[src/rtl/core/sak_pkg.sv]
package sak_pkg;

    // Fraction bits of the fixed-point format (Q16.16 by default)
    localparam int FRAC_BITS = 16;

    // Configuration register reset values (346.0 and about 1.8 in Q16.16)
    localparam logic [31:0] NOISE_RST = 32'd22675456;
    localparam logic [31:0] RATE_RST  = 32'd117965;

    // Configuration register indexes
    localparam int CFG_IW = 8;
    localparam logic [CFG_IW-1:0] CFG_NOISE = 8'd0;
    localparam logic [CFG_IW-1:0] CFG_RATE  = 8'd1;

    // Datapath operations, one per microcode step
    typedef enum logic [2:0] {
        OP_LOAD = 3'd0,
        OP_DIV  = 3'd1,
        OP_GFIX = 3'd2,
        OP_MUL1 = 3'd3,
        OP_DMAG = 3'd4,
        OP_EST  = 3'd5,
        OP_ERR  = 3'd6,
        OP_OUT  = 3'd7
    } t_op;

    // Jump conditions
    typedef enum logic [1:0] {
        C_NONE = 2'd0,
        C_NOIN = 2'd1,
        C_CNT  = 2'd2,
        C_OBLK = 2'd3
    } t_cond;

    typedef logic [2:0] t_pc;

    localparam t_pc PC_IDLE = 3'd0;
    localparam t_pc PC_DIV  = 3'd1;
    localparam t_pc PC_GFIX = 3'd2;
    localparam t_pc PC_MUL1 = 3'd3;
    localparam t_pc PC_DMAG = 3'd4;
    localparam t_pc PC_EST  = 3'd5;
    localparam t_pc PC_ERR  = 3'd6;
    localparam t_pc PC_OUT  = 3'd7;

    // One control word: operation, condition, taken target, fall-through,
    // and whether the operation is skipped while the condition holds
    typedef struct packed {
        t_op   op;
        t_cond cond;
        logic  hold;
        t_pc   tgt;
        t_pc   nxt;
    } t_uword;

    // Sequencer to datapath
    typedef struct packed {
        t_op  op;
        logic en;
    } t_ctrl;

    // Datapath to sequencer
    typedef struct packed {
        logic cnt_nz;
        logic out_blk;
    } t_stat;

    // Microcode program
    function automatic t_uword urom(input t_pc pc);
        t_uword w;
        case (pc)
            PC_IDLE: w = '{OP_LOAD, C_NOIN, 1'b1, PC_IDLE, PC_DIV};
            PC_DIV:  w = '{OP_DIV,  C_CNT,  1'b0, PC_DIV,  PC_GFIX};
            PC_GFIX: w = '{OP_GFIX, C_NONE, 1'b0, PC_IDLE, PC_MUL1};
            PC_MUL1: w = '{OP_MUL1, C_NONE, 1'b0, PC_IDLE, PC_DMAG};
            PC_DMAG: w = '{OP_DMAG, C_NONE, 1'b0, PC_IDLE, PC_EST};
            PC_EST:  w = '{OP_EST,  C_NONE, 1'b0, PC_IDLE, PC_ERR};
            PC_ERR:  w = '{OP_ERR,  C_NONE, 1'b0, PC_IDLE, PC_OUT};
            PC_OUT:  w = '{OP_OUT,  C_OBLK, 1'b1, PC_OUT,  PC_IDLE};
            default: w = '{OP_LOAD, C_NOIN, 1'b1, PC_IDLE, PC_DIV};
        endcase
        return w;
    endfunction

endpackage

[src/rtl/core/sak_useq.sv]
module sak_useq (
    input  logic          i_clk,
    input  logic          i_rst_n,
    input  logic          i_valid,
    input  sak_pkg::t_stat i_stat,
    output logic          o_idle,
    output sak_pkg::t_ctrl o_ctrl
);

    sak_pkg::t_pc    r_pc;
    sak_pkg::t_pc    n_pc;
    sak_pkg::t_uword w;
    logic            cond_true;

    assign w = sak_pkg::urom(r_pc);

    // Condition select
    always_comb begin
        case (w.cond)
            sak_pkg::C_NONE: cond_true = 1'b0;
            sak_pkg::C_NOIN: cond_true = !i_valid;
            sak_pkg::C_CNT:  cond_true = i_stat.cnt_nz;
            sak_pkg::C_OBLK: cond_true = i_stat.out_blk;
            default:         cond_true = 1'b0;
        endcase
    end

    assign n_pc      = cond_true ? w.tgt : w.nxt;
    assign o_idle    = (r_pc == sak_pkg::PC_IDLE);
    assign o_ctrl.op = w.op;
    assign o_ctrl.en = !(w.hold && cond_true);

    // Step counter
    always_ff @(posedge i_clk) begin
        if (!i_rst_n) begin
            r_pc <= sak_pkg::PC_IDLE;
        end else begin
            r_pc <= n_pc;
        end
    end

endmodule

[src/rtl/core/sak_dpath.sv]
module sak_dpath #(
    parameter int FRAC_BITS = sak_pkg::FRAC_BITS
) (
    input  logic               i_clk,
    input  logic               i_rst_n,
    input  sak_pkg::t_ctrl     i_ctrl,
    output sak_pkg::t_stat     o_stat,
    input  logic signed [31:0] i_sample,
    input  logic [31:0]        i_noise,
    input  logic [31:0]        i_rate,
    output logic               o_valid,
    input  logic               i_ready,
    output logic signed [31:0] o_estimate
);

    localparam int GW = FRAC_BITS + 1;
    localparam int CW = $clog2(FRAC_BITS + 1);
    localparam logic [GW-1:0] ONE  = {1'b1, {FRAC_BITS{1'b0}}};
    localparam logic [63:0]   HALF = 64'(1) << (FRAC_BITS - 1);

    logic signed [31:0] r_last;
    logic [31:0]        r_p;
    logic [32:0]        r_den;
    logic [33:0]        r_rem;
    logic [GW-1:0]      r_quo;
    logic [GW-1:0]      r_gain;
    logic [CW-1:0]      r_cnt;
    logic [31:0]        r_mag;
    logic               r_neg;
    logic [31:0]        r_dmag;
    logic [32:0]        r_shr;
    logic [63:0]        r_prod;
    logic signed [31:0] r_est;
    logic               r_out_valid;
    logic signed [31:0] r_estimate;

    logic [32:0] diff;
    logic [32:0] mag_w;
    logic        ge;
    logic [33:0] rem_sub;
    logic [63:0] rnd;
    logic [31:0] mul_a;
    logic [31:0] mul_b;
    logic        mul_en;
    logic [33:0] est_w;
    logic [63:0] perr;
    logic        run;

    assign run = i_ctrl.en;

    // Difference to the last estimate, sign and magnitude
    assign diff  = {i_sample[31], i_sample} - {r_last[31], r_last};
    assign mag_w = diff[32] ? (33'd0 - diff) : diff;

    // Restoring divide step
    assign ge      = (r_rem >= {1'b0, r_den});
    assign rem_sub = ge ? (r_rem - {1'b0, r_den}) : r_rem;

    // Rounded product
    assign rnd = (r_prod + HALF) >> FRAC_BITS;

    // Shared multiplier operand select
    always_comb begin
        mul_en = 1'b0;
        mul_a  = '0;
        mul_b  = '0;
        case (i_ctrl.op)
            sak_pkg::OP_MUL1: begin
                mul_en = 1'b1;
                mul_a  = r_mag;
                mul_b  = 32'(r_gain);
            end
            sak_pkg::OP_DMAG: begin
                mul_en = 1'b1;
                mul_a  = r_p;
                mul_b  = 32'(ONE - r_gain);
            end
            sak_pkg::OP_EST: begin
                mul_en = 1'b1;
                mul_a  = r_dmag;
                mul_b  = i_rate;
            end
            default: begin
                mul_en = 1'b0;
            end
        endcase
    end

    // Estimate update, with saturation
    assign est_w = r_neg ? ({{2{r_last[31]}}, r_last} - {2'b00, r_dmag})
                         : ({{2{r_last[31]}}, r_last} + {2'b00, r_dmag});

    // New error term
    assign perr = {31'd0, r_shr} + rnd;

    assign o_stat.cnt_nz  = (r_cnt != '0);
    assign o_stat.out_blk = r_out_valid && !i_ready;

    // Payload and working registers
    always_ff @(posedge i_clk) begin
        if (mul_en) begin
            r_prod <= mul_a * mul_b;
        end
        case (i_ctrl.op)
            sak_pkg::OP_LOAD: begin
                if (run) begin
                    r_den <= {1'b0, r_p} + {1'b0, i_noise};
                    r_rem <= {2'b00, r_p};
                    r_quo <= '0;
                    r_cnt <= CW'(FRAC_BITS);
                    r_mag <= mag_w[31:0];
                    r_neg <= diff[32];
                end
            end
            sak_pkg::OP_DIV: begin
                r_rem <= {rem_sub[32:0], 1'b0};
                r_quo <= {r_quo[GW-2:0], ge};
                r_cnt <= r_cnt - CW'(1);
            end
            sak_pkg::OP_GFIX: begin
                if (r_den == '0) begin
                    r_gain <= '0;
                end else if (r_quo > ONE) begin
                    r_gain <= ONE;
                end else begin
                    r_gain <= r_quo;
                end
            end
            sak_pkg::OP_DMAG: begin
                r_dmag <= (rnd > {32'd0, r_mag}) ? r_mag : rnd[31:0];
            end
            sak_pkg::OP_EST: begin
                r_shr <= rnd[32:0];
                if (!est_w[33] && est_w[32:31] != 2'b00) begin
                    r_est <= 32'sh7FFFFFFF;
                end else if (est_w[33] && est_w[32:31] != 2'b11) begin
                    r_est <= 32'sh80000000;
                end else begin
                    r_est <= est_w[31:0];
                end
            end
            sak_pkg::OP_OUT: begin
                if (run) begin
                    r_estimate <= r_last;
                end
            end
            default: begin
            end
        endcase
    end

    // Filter state and output handshake
    always_ff @(posedge i_clk) begin
        if (!i_rst_n) begin
            r_last      <= '0;
            r_p         <= sak_pkg::NOISE_RST;
            r_out_valid <= 1'b0;
        end else begin
            if (i_ctrl.op == sak_pkg::OP_ERR) begin
                r_last <= r_est;
                r_p    <= (perr[63:32] != '0) ? 32'hFFFFFFFF : perr[31:0];
            end
            if (i_ctrl.op == sak_pkg::OP_OUT && run) begin
                r_out_valid <= 1'b1;
            end else if (i_ready) begin
                r_out_valid <= 1'b0;
            end
        end
    end

    assign o_valid    = r_out_valid;
    assign o_estimate = r_estimate;

endmodule

[src/rtl/core/scalar_adaptive_kalman_smoother.sv]
// Scalar Kalman smoother: one signed fixed-point sample in, one estimate out.
// Gain is error/(error+noise), found by a restoring divider that resolves one
// quotient bit per cycle; a single shared 32x32 multiplier then forms the
// correction, the error shrink and the error growth. A microcoded sequencer
// steps the datapath and takes no new sample until the last item has run
// through the divide loop and reached the output register. The error term
// is set to NOISE_RST only at reset; configuration writes are taken only
// while the filter is idle, and a pending write holds off the next sample
// request for that cycle.
module scalar_adaptive_kalman_smoother #(
    parameter int FRAC_BITS = sak_pkg::FRAC_BITS
) (
    input  logic                      i_clk,
    input  logic                      i_rst_n,
    input  logic                      i_valid,
    output logic                      o_ready,
    input  logic signed [31:0]        i_sample,
    output logic                      o_valid,
    input  logic                      i_ready,
    output logic signed [31:0]        o_estimate,
    input  logic                      i_cfg_valid,
    output logic                      o_cfg_ready,
    input  logic [sak_pkg::CFG_IW-1:0] i_cfg_index,
    input  logic [31:0]               i_cfg_data
);

    logic [31:0]    r_noise;
    logic [31:0]    r_rate;
    sak_pkg::t_ctrl ctrl;
    sak_pkg::t_stat stat;
    logic           idle;
    logic           in_req;

    // Writes only between items; a write wins over a sample in the same cycle
    assign o_cfg_ready = idle;
    assign o_ready     = idle && !i_cfg_valid;
    assign in_req      = i_valid && !i_cfg_valid;

    // Configuration registers
    always_ff @(posedge i_clk) begin
        if (!i_rst_n) begin
            r_noise <= sak_pkg::NOISE_RST;
            r_rate  <= sak_pkg::RATE_RST;
        end else if (i_cfg_valid && o_cfg_ready) begin
            if (i_cfg_index == sak_pkg::CFG_NOISE) begin
                r_noise <= i_cfg_data;
            end else if (i_cfg_index == sak_pkg::CFG_RATE) begin
                r_rate <= i_cfg_data;
            end
        end
    end

    sak_useq u_useq (
        .i_clk   (i_clk),
        .i_rst_n (i_rst_n),
        .i_valid (in_req),
        .i_stat  (stat),
        .o_idle  (idle),
        .o_ctrl  (ctrl)
    );

    sak_dpath #(
        .FRAC_BITS (FRAC_BITS)
    ) u_dpath (
        .i_clk      (i_clk),
        .i_rst_n    (i_rst_n),
        .i_ctrl     (ctrl),
        .o_stat     (stat),
        .i_sample   (i_sample),
        .i_noise    (r_noise),
        .i_rate     (r_rate),
        .o_valid    (o_valid),
        .i_ready    (i_ready),
        .o_estimate (o_estimate)
    );

endmodule
[config.mk]
export PLATFORM = sky130hd
export DESIGN_NAME = scalar_adaptive_kalman_smoother
export DESIGN_NICKNAME = d
export VERILOG_FILES = /design/src/rtl/core/sak_pkg.sv /design/src/rtl/core/sak_useq.sv /design/src/rtl/core/sak_dpath.sv /design/src/rtl/core/scalar_adaptive_kalman_smoother.sv
export SDC_FILE = /design/constraint.sdc
export NUM_CORES = 2
export LEC_CHECK = 0
export BUFFER_PORTS_ARGS = -buffer_cell sky130_fd_sc_hd__buf_2
export CAP_MARGIN = 20
export CORE_ASPECT_RATIO = 0.8
export CORE_UTILIZATION = 45
export DETAILED_ROUTE_END_ITERATION = 10
export PLACE_DENSITY_LB_ADDON = 0.1
export RECOVER_POWER = 100
export SETUP_SLACK_MARGIN = 0.1
export SYNTH_ARGS = -nofsm -noshare
export SYNTH_HDL_FRONTEND = slang
export SYNTH_SLANG_ARGS = --single-unit
export TNS_END_PERCENT = 1
[constraint.sdc]
create_clock -name i_clk -period 15.65 [get_ports i_clk]
set_clock_uncertainty 0.15 [all_clocks]
set_input_delay 0 -clock i_clk [delete_from_list [all_inputs] [get_ports i_clk]]
set_output_delay 0 -clock i_clk [all_outputs]
set_load 0.01 [all_outputs]
# ---- Word-level counts from Yosys, hierarchy flattened
# Memories as Yosys holds them, arrays and structs flattened. A register that Yosys moved wholly into a read port is not among the register bits.
# Index checks and enable logic that the tools add are counted.
dict set report word_totals {
  ff_bits 464
  latch_bits 0
  mem_bits_rw 0
  mem_bits_ro 96
  input_bits 77
  output_inout_bits 35
  elab_cells 100
  mem_count 1
}
dict set report classes {
  n_addsub 10
  mul 1
  div_mod_pow 0
  order_cmp 3
  n_eq_ne 13
  shift 0
  muxes 21
  n_bitwise 2
  n_reduce_logical 30
}
# memory depth width rd rd_clocked_by_memory_dff wr line_no
set memory_table {}
lappend memory_table {{(no name shown)} 8 12 1 1 0 sak_pkg.sv:71} ;# case (pc)
# cell n
set ops {}
lappend ops {{$pmux 32 s3} 2}
lappend ops {{$mux 32} 4}
lappend ops {{$mux 34} 2}
lappend ops {{$pmux 34 s2} 1}
lappend ops {{$add 64x16->64 const B} 1}
lappend ops {{$mul 32x32->64} 1}
lappend ops {{$add 33x48->49} 1}
lappend ops {{$gt 48x32->1} 1}
lappend ops {{$add 32x33->34} 1}
lappend ops {{$ge 34x33->1} 1}
lappend ops {{$mux 17} 2}
lappend ops {{$pmux 17 s2} 1}
lappend ops {{$sub 32x33->34} 1}
lappend ops {{$add 32x32->33} 1}
lappend ops {{$logic_not 33->1} 1}
lappend ops {{$mux 33} 1}
lappend ops {{$sub 32x32->33} 1}
lappend ops {{$sub 33x33->33} 1}
lappend ops {{$reduce_bool 32->1} 1}
lappend ops {{$sub 1x32->32 const A} 1}
lappend ops {{$sub 17x17->18 const A} 1}
lappend ops {{$gt 17x17->1 const B} 1}
lappend ops {{$eq 3x3->1 const B} 4}
lappend ops {{$pmux 5 s2} 1}
lappend ops {{other kinds (23)} 47}

# ---- Longest topological paths before layout
dict set report depth {
  depth_word 8
  ltp_mapped 40
}

# ---- Modules after synthesis
# A second synthesis with hierarchy kept.
dict set report hier_totals {
  hier_cells 6784
  hier_area_um2 61482.7
}
# mod n_inst cells_each area_per_inst_um2 seq_area_each_um2
set modules_own_cells {}
lappend modules_own_cells {sak_dpath 1 6470 58348.5 10820.4}
lappend modules_own_cells {scalar_adaptive_kalman_smoother 1 265 2626.3 1281.2}
lappend modules_own_cells {sak_useq 1 49 508.0 240.2}

# ---- Least setup slack after synthesis
# Ideal clock, no wire load.
dict set report synth_path {
  kind {reg2reg}
  startpoint {reg, netlist name u_useq.w[11]}
  endpoint {reg u_dpath.r_prod[60], data pin}
  setup_time_ns 0.269
  arrival_time_ns 9.998
  slack_ns 5.233
  stages_incl_launch_ff 33
  path_buffers 3
  period_less_slack_ns 10.417
  path_cell_list {dfxtp_1 > nor2b_1 > and2_0 > clkbuf_1 > clkbuf_1 > a21o_1 > clkbuf_1 > nand2_1 > fa_1 > inv_1 > fa_1 > ha_1 > inv_1 > fa_1 > fa_1 > inv_1 > fa_1 > fa_1 > inv_1 > fa_1 > inv_1 > ha_1 > and3_1 > and3_1 > nand2_1 > or4_1 > a21oi_1 > a2111oi_2 > o211ai_1 > o21a_1 > a21oi_1 > o31ai_1 > xor2_1}
}
dict set report synth_between {
  elab_chain_cells 3
  elab_cells_between_ends 6
  classes_between {1 x mul; 3 x eq/ne; 2 x mux}
}
# element line_no
set synth_rtl {}
lappend synth_rtl {{$eq 3x3->1 / $eq 3x2->1 (equally long branches)} sak_dpath.sv:67} ;# case (i_ctrl.op)
lappend synth_rtl {{$pmux 32 s3} sak_dpath.sv:67}
lappend synth_rtl {{$mul 32x32->64 *} sak_dpath.sv:102} ;# r_prod <= mul_a * mul_b;
lappend synth_rtl {{to (signal assigned)} sak_dpath.sv:102}
lappend synth_rtl {{to (decl)} sak_dpath.sv:32} ;# logic [63:0] r_prod;
# Every way passes the cells marked *; elsewhere a longest branch is shown, timed or not.
# A chain may end at the register's enable or synchronous reset.

# ---- Worst setup path after layout
dict set report layout_path {
  startpoint {reg, netlist name u_useq.w[9]}
  endpoint {reg u_dpath.r_prod[56], data pin}
}
dict set report layout_between {
  elab_chain_cells 3
  elab_cells_between_ends 6
  classes_between {1 x mul; 3 x eq/ne; 2 x mux}
}
# element line_no
set layout_rtl {}
lappend layout_rtl {{$eq 3x3->1 / $eq 3x2->1 (equally long branches)} sak_dpath.sv:67}
lappend layout_rtl {{$pmux 32 s3} sak_dpath.sv:67}
lappend layout_rtl {{$mul 32x32->64 *} sak_dpath.sv:102}
# Marked as above.

==> metrics.md <==
| Metric | Value |
|---|---|
| Final worst path period share | 0.816 |
| Yosys reg bits | 458 |
| Ys Warns | 0 |
| Total GRT Usage | 0.300 |
| Least-Margin Pin Slew | 3.94 ns |
| WP depth | 32 |
| Syn Nets | roughly 8400 |
| Setup WS pre-CTS | 3.60 ns |
| Tmin final | 12.78 ns |
| Post-Syn Instances | a little under 7000 |
| Chip Height | 332 µm |
| Wire per inst | 23.5 µm |
| TritonCTS clock tree | yes |
| CTS buffer count | between 40 and 50 |
| Max-slew violation count | 512 |
| Worst Hold Class | input port to register |
| Initial antenna violation count | 8 |
| Core area | ~130000 µm² |
| Final WL | 206 mm |
| Row count | 120 |
| Post-CTS Setup Bufs | 0 |
| Mean Syn Cell Area | 8.89 µm² |
| Remaining antenna violation count after routing | 0 |
| Reg clk slew, reported paths | 0.07 ns |
| Starting Density | 0.456 |
| Unique masters post-synth | 82 |
| Root Driver | clkbuf_16 |
| Final HPWL DP | approximately 160 mm |
| Vias per cell | 5.60 |
| Total I/O pin count | 112 |
| Post-layout util | 0.493 |
| First-pass GRT wire length | roughly 310 mm |
| # DRC | 0 |
| Overall Power | 5.29 mW |
| Register area share after synthesis | 0.201 |
| Critical path data required time | 15.86 ns |
| Number of max-cap violations | 13 |
| DRT iter0 DRCs | ~4300 |
| Most frequent CP cell | fa_1 |
| PwrDens | 79.7 nW/µm² |
| Hold Buf Count CTS | 73 |
| Mapped Area | about 60000 µm² |
| Crit path buffers/inverters | 8 |
| Worst Reg2Reg Path Length in Cells | 32 |
| R2R setup slack | 2.87 ns |
| H-tree levels | 2 |
| Vias | about 49000 |
| Routability cong. | 0.950 |
| Critical-path maximum fanout | 54 |
| Crit path max-delay family | compound AO/OA/AOI/OAI gates |
| Setup ws final | 2.87 ns |
| Max clock buf depth | 3 |
| Max IR drop VDD | about 0.000097 V |
| Worst hold slack | approximately 0.036 ns |
| Final Non-Filler Cells | ~8800 |
| Fraction of layout cells with a size suffix above 1 | 0.0552 |
| Area share of the largest cell type after synthesis | 0.293 |
| Max Clk Rate | 78.3 MHz |
| Largest net degree at the start of global routing | 80 |
| Setup Viol. Count Final | 0 |
| Die area | 138000 µm² |
| Startpoint type of the worst setup path | register |
| Final Cell Area | 66400 µm² |
| Async set or reset register ratio after synthesis | 0 |
| Number of detailed-route iterations in the first pass | 6 |
| Fin. Hold Viols | 0 |
| Crit path DAT | 12.99 ns |
| Rel. slew slack | -1.62 |
| Clk sink count | 458 |
| Status | finished, violations left |
| # resized after CTS | 0 |
| Fin nets | roughly 8400 |
| Vias in the first global route | 48453 |
| Port Buffers | between 100 and 150 |
| Slowest CP cell | dfxtp_1 |
| Area leader, netlist | fa_1 |
| RSZ-0062 raised after global routing | false |
| Area Overhead vs Synth | 8.15% |
| Worst hold stages | 4 |
| Crit end category | register |
| Clk_lat worst skew | 0.64 ns |
| EDFF count, synth | around 320 |
| Critical path class | register to register |
| Leak | approximately 30 nW |
| Die extent in x | 415 µm |
| Synth area leaders | fa_1, edfxtp_1, ha_1 |
| Placed Instances | 8600 |
| Setup TNS | 0 ns |
| Placement-stage cell area | 64200 µm² |
| Grt ovf | 0 |
| Failing checks | max-capacitance violations, max-slew violations |
| Ys flop type | edfxtp_1 |
| CP max stage delay | 1.49 ns |
Yosys cell counts (all sizes together), types with 33 or more instances:
cell type  number
o21a           75
mux2           37
xor2           93
nand2b         38
dfxtp         141
xnor2         202
nor2          706
and3           47
o21ai         245
nand3          84
a21boi         88
nand4          57
inv          1170
and2           55
a31oi          33
nor3           73
clkbuf        297
ha            464
nor2b          46
a21oi         299
edfxtp        317
nor4           35
a21o          132
nand2         936
fa            900
mux2i          48
per-layer routing:
layer | global-route usage | share of wire | up-vias
met5 | 0.00346 | 0.00060 | -
met4 | 0.0622 | 0.023 | 10
met3 | 0.0739 | 0.097 | 291
met2 | 0.439 | 0.42 | 1930
met1 | 0.445 | 0.46 | 24696
li1 | - | - | 22203
placed cells by master, fill, tap and decap left out, types with 37 or more instances in the layout:
cell type and n:
buf_2 75, clkbuf_16 53, edfxtp_1 317, nor2_1 704, a21boi_0 88, inv_1 1170
nand2_1 935, nor3_1 72, fa_1 900, a21oi_1 271, xor2_1 93, buf_4 102
a21o_1 132, mux2i_1 48, and3_1 47, clkbuf_1 61, nor2b_1 46, xnor2_1 202
dlygate4sd3_1 73, dfxtp_1 141, o21ai_0 208, nand2b_1 37, nand3_1 84, o21a_1 70
ha_1 464, mux2_2 37, nand4_1 56
registers in the layout, indices dropped and copies added (netlist names), 33 cells and up:
signal and flops:
u_dpath.r_prod 49, u_dpath.r_shr 33, u_dpath.r_den 33, u_dpath.r_rem 34
power by group:
part	internal [mW]	switching (mW)	leakage [nW]	total, mW
combinational	0.816	1.45	25.2	2.26
sequential	1.61	0.177	4.09	1.79
clock	0.682	0.558	0.808	1.24
total	3.11	2.18	30.1	5.29
logic make-up after synthesis:
kind of cell | count (synthesis) | synth area share
buf+inv | 1482 | 0.0908
fa+ha+maj | 1364 | 0.388
xor+xnor | 295 | 0.0421
flops | 458 | 0.201
mux | 85 | 0.0146
simple gates | 2177 | 0.154
compound gates | 1052 | 0.109
path summary, 6_finish.rpt:
kind	start	end
setup reg to reg	u_useq.w[9]$_DFF_P_	u_dpath.r_prod[56]$_DFFE_PN_
setup / recovery	u_useq.w[9]$_DFF_P_	u_dpath.r_prod[56]$_DFFE_PN_
hold reg to reg	r_rate[9]$_SDFFE_PN0P_	r_rate[9]$_SDFFE_PN0P_
hold / removal	i_sample[14]	u_dpath.r_mag[14]$_DFFE_PP_
worst register-to-register path, delay by kind of cell, from the launching register on:
family / cells / cell delay [ns]
adder cells (fa/ha/maj): 9 / 4.42
AND/OR/NAND/NOR: 3 / 0.32
AO/OA/AOI/OAI: 10 / 4.46
multiplexers: 1 / 0.37
XOR/XNOR: 1 / 0.17
buffers and inverters: 8 / 1.14
flip-flops: 1 / 1.49
final cells by class:
type / count / area, µm²
inverters: 1172 / 4400
clock inverters: 23 / 224
flip-flops and latches: 458 / 12300
well taps: 1769 / 2210
multi-input cells: 4973 / 43700
fillers: 12912 / 68200
clock buffers: 67 / 1430
repair buffers: 304 / 2100
diodes: 1 / 2.50
No activity file was read; power rests on OpenSTA's default activity.
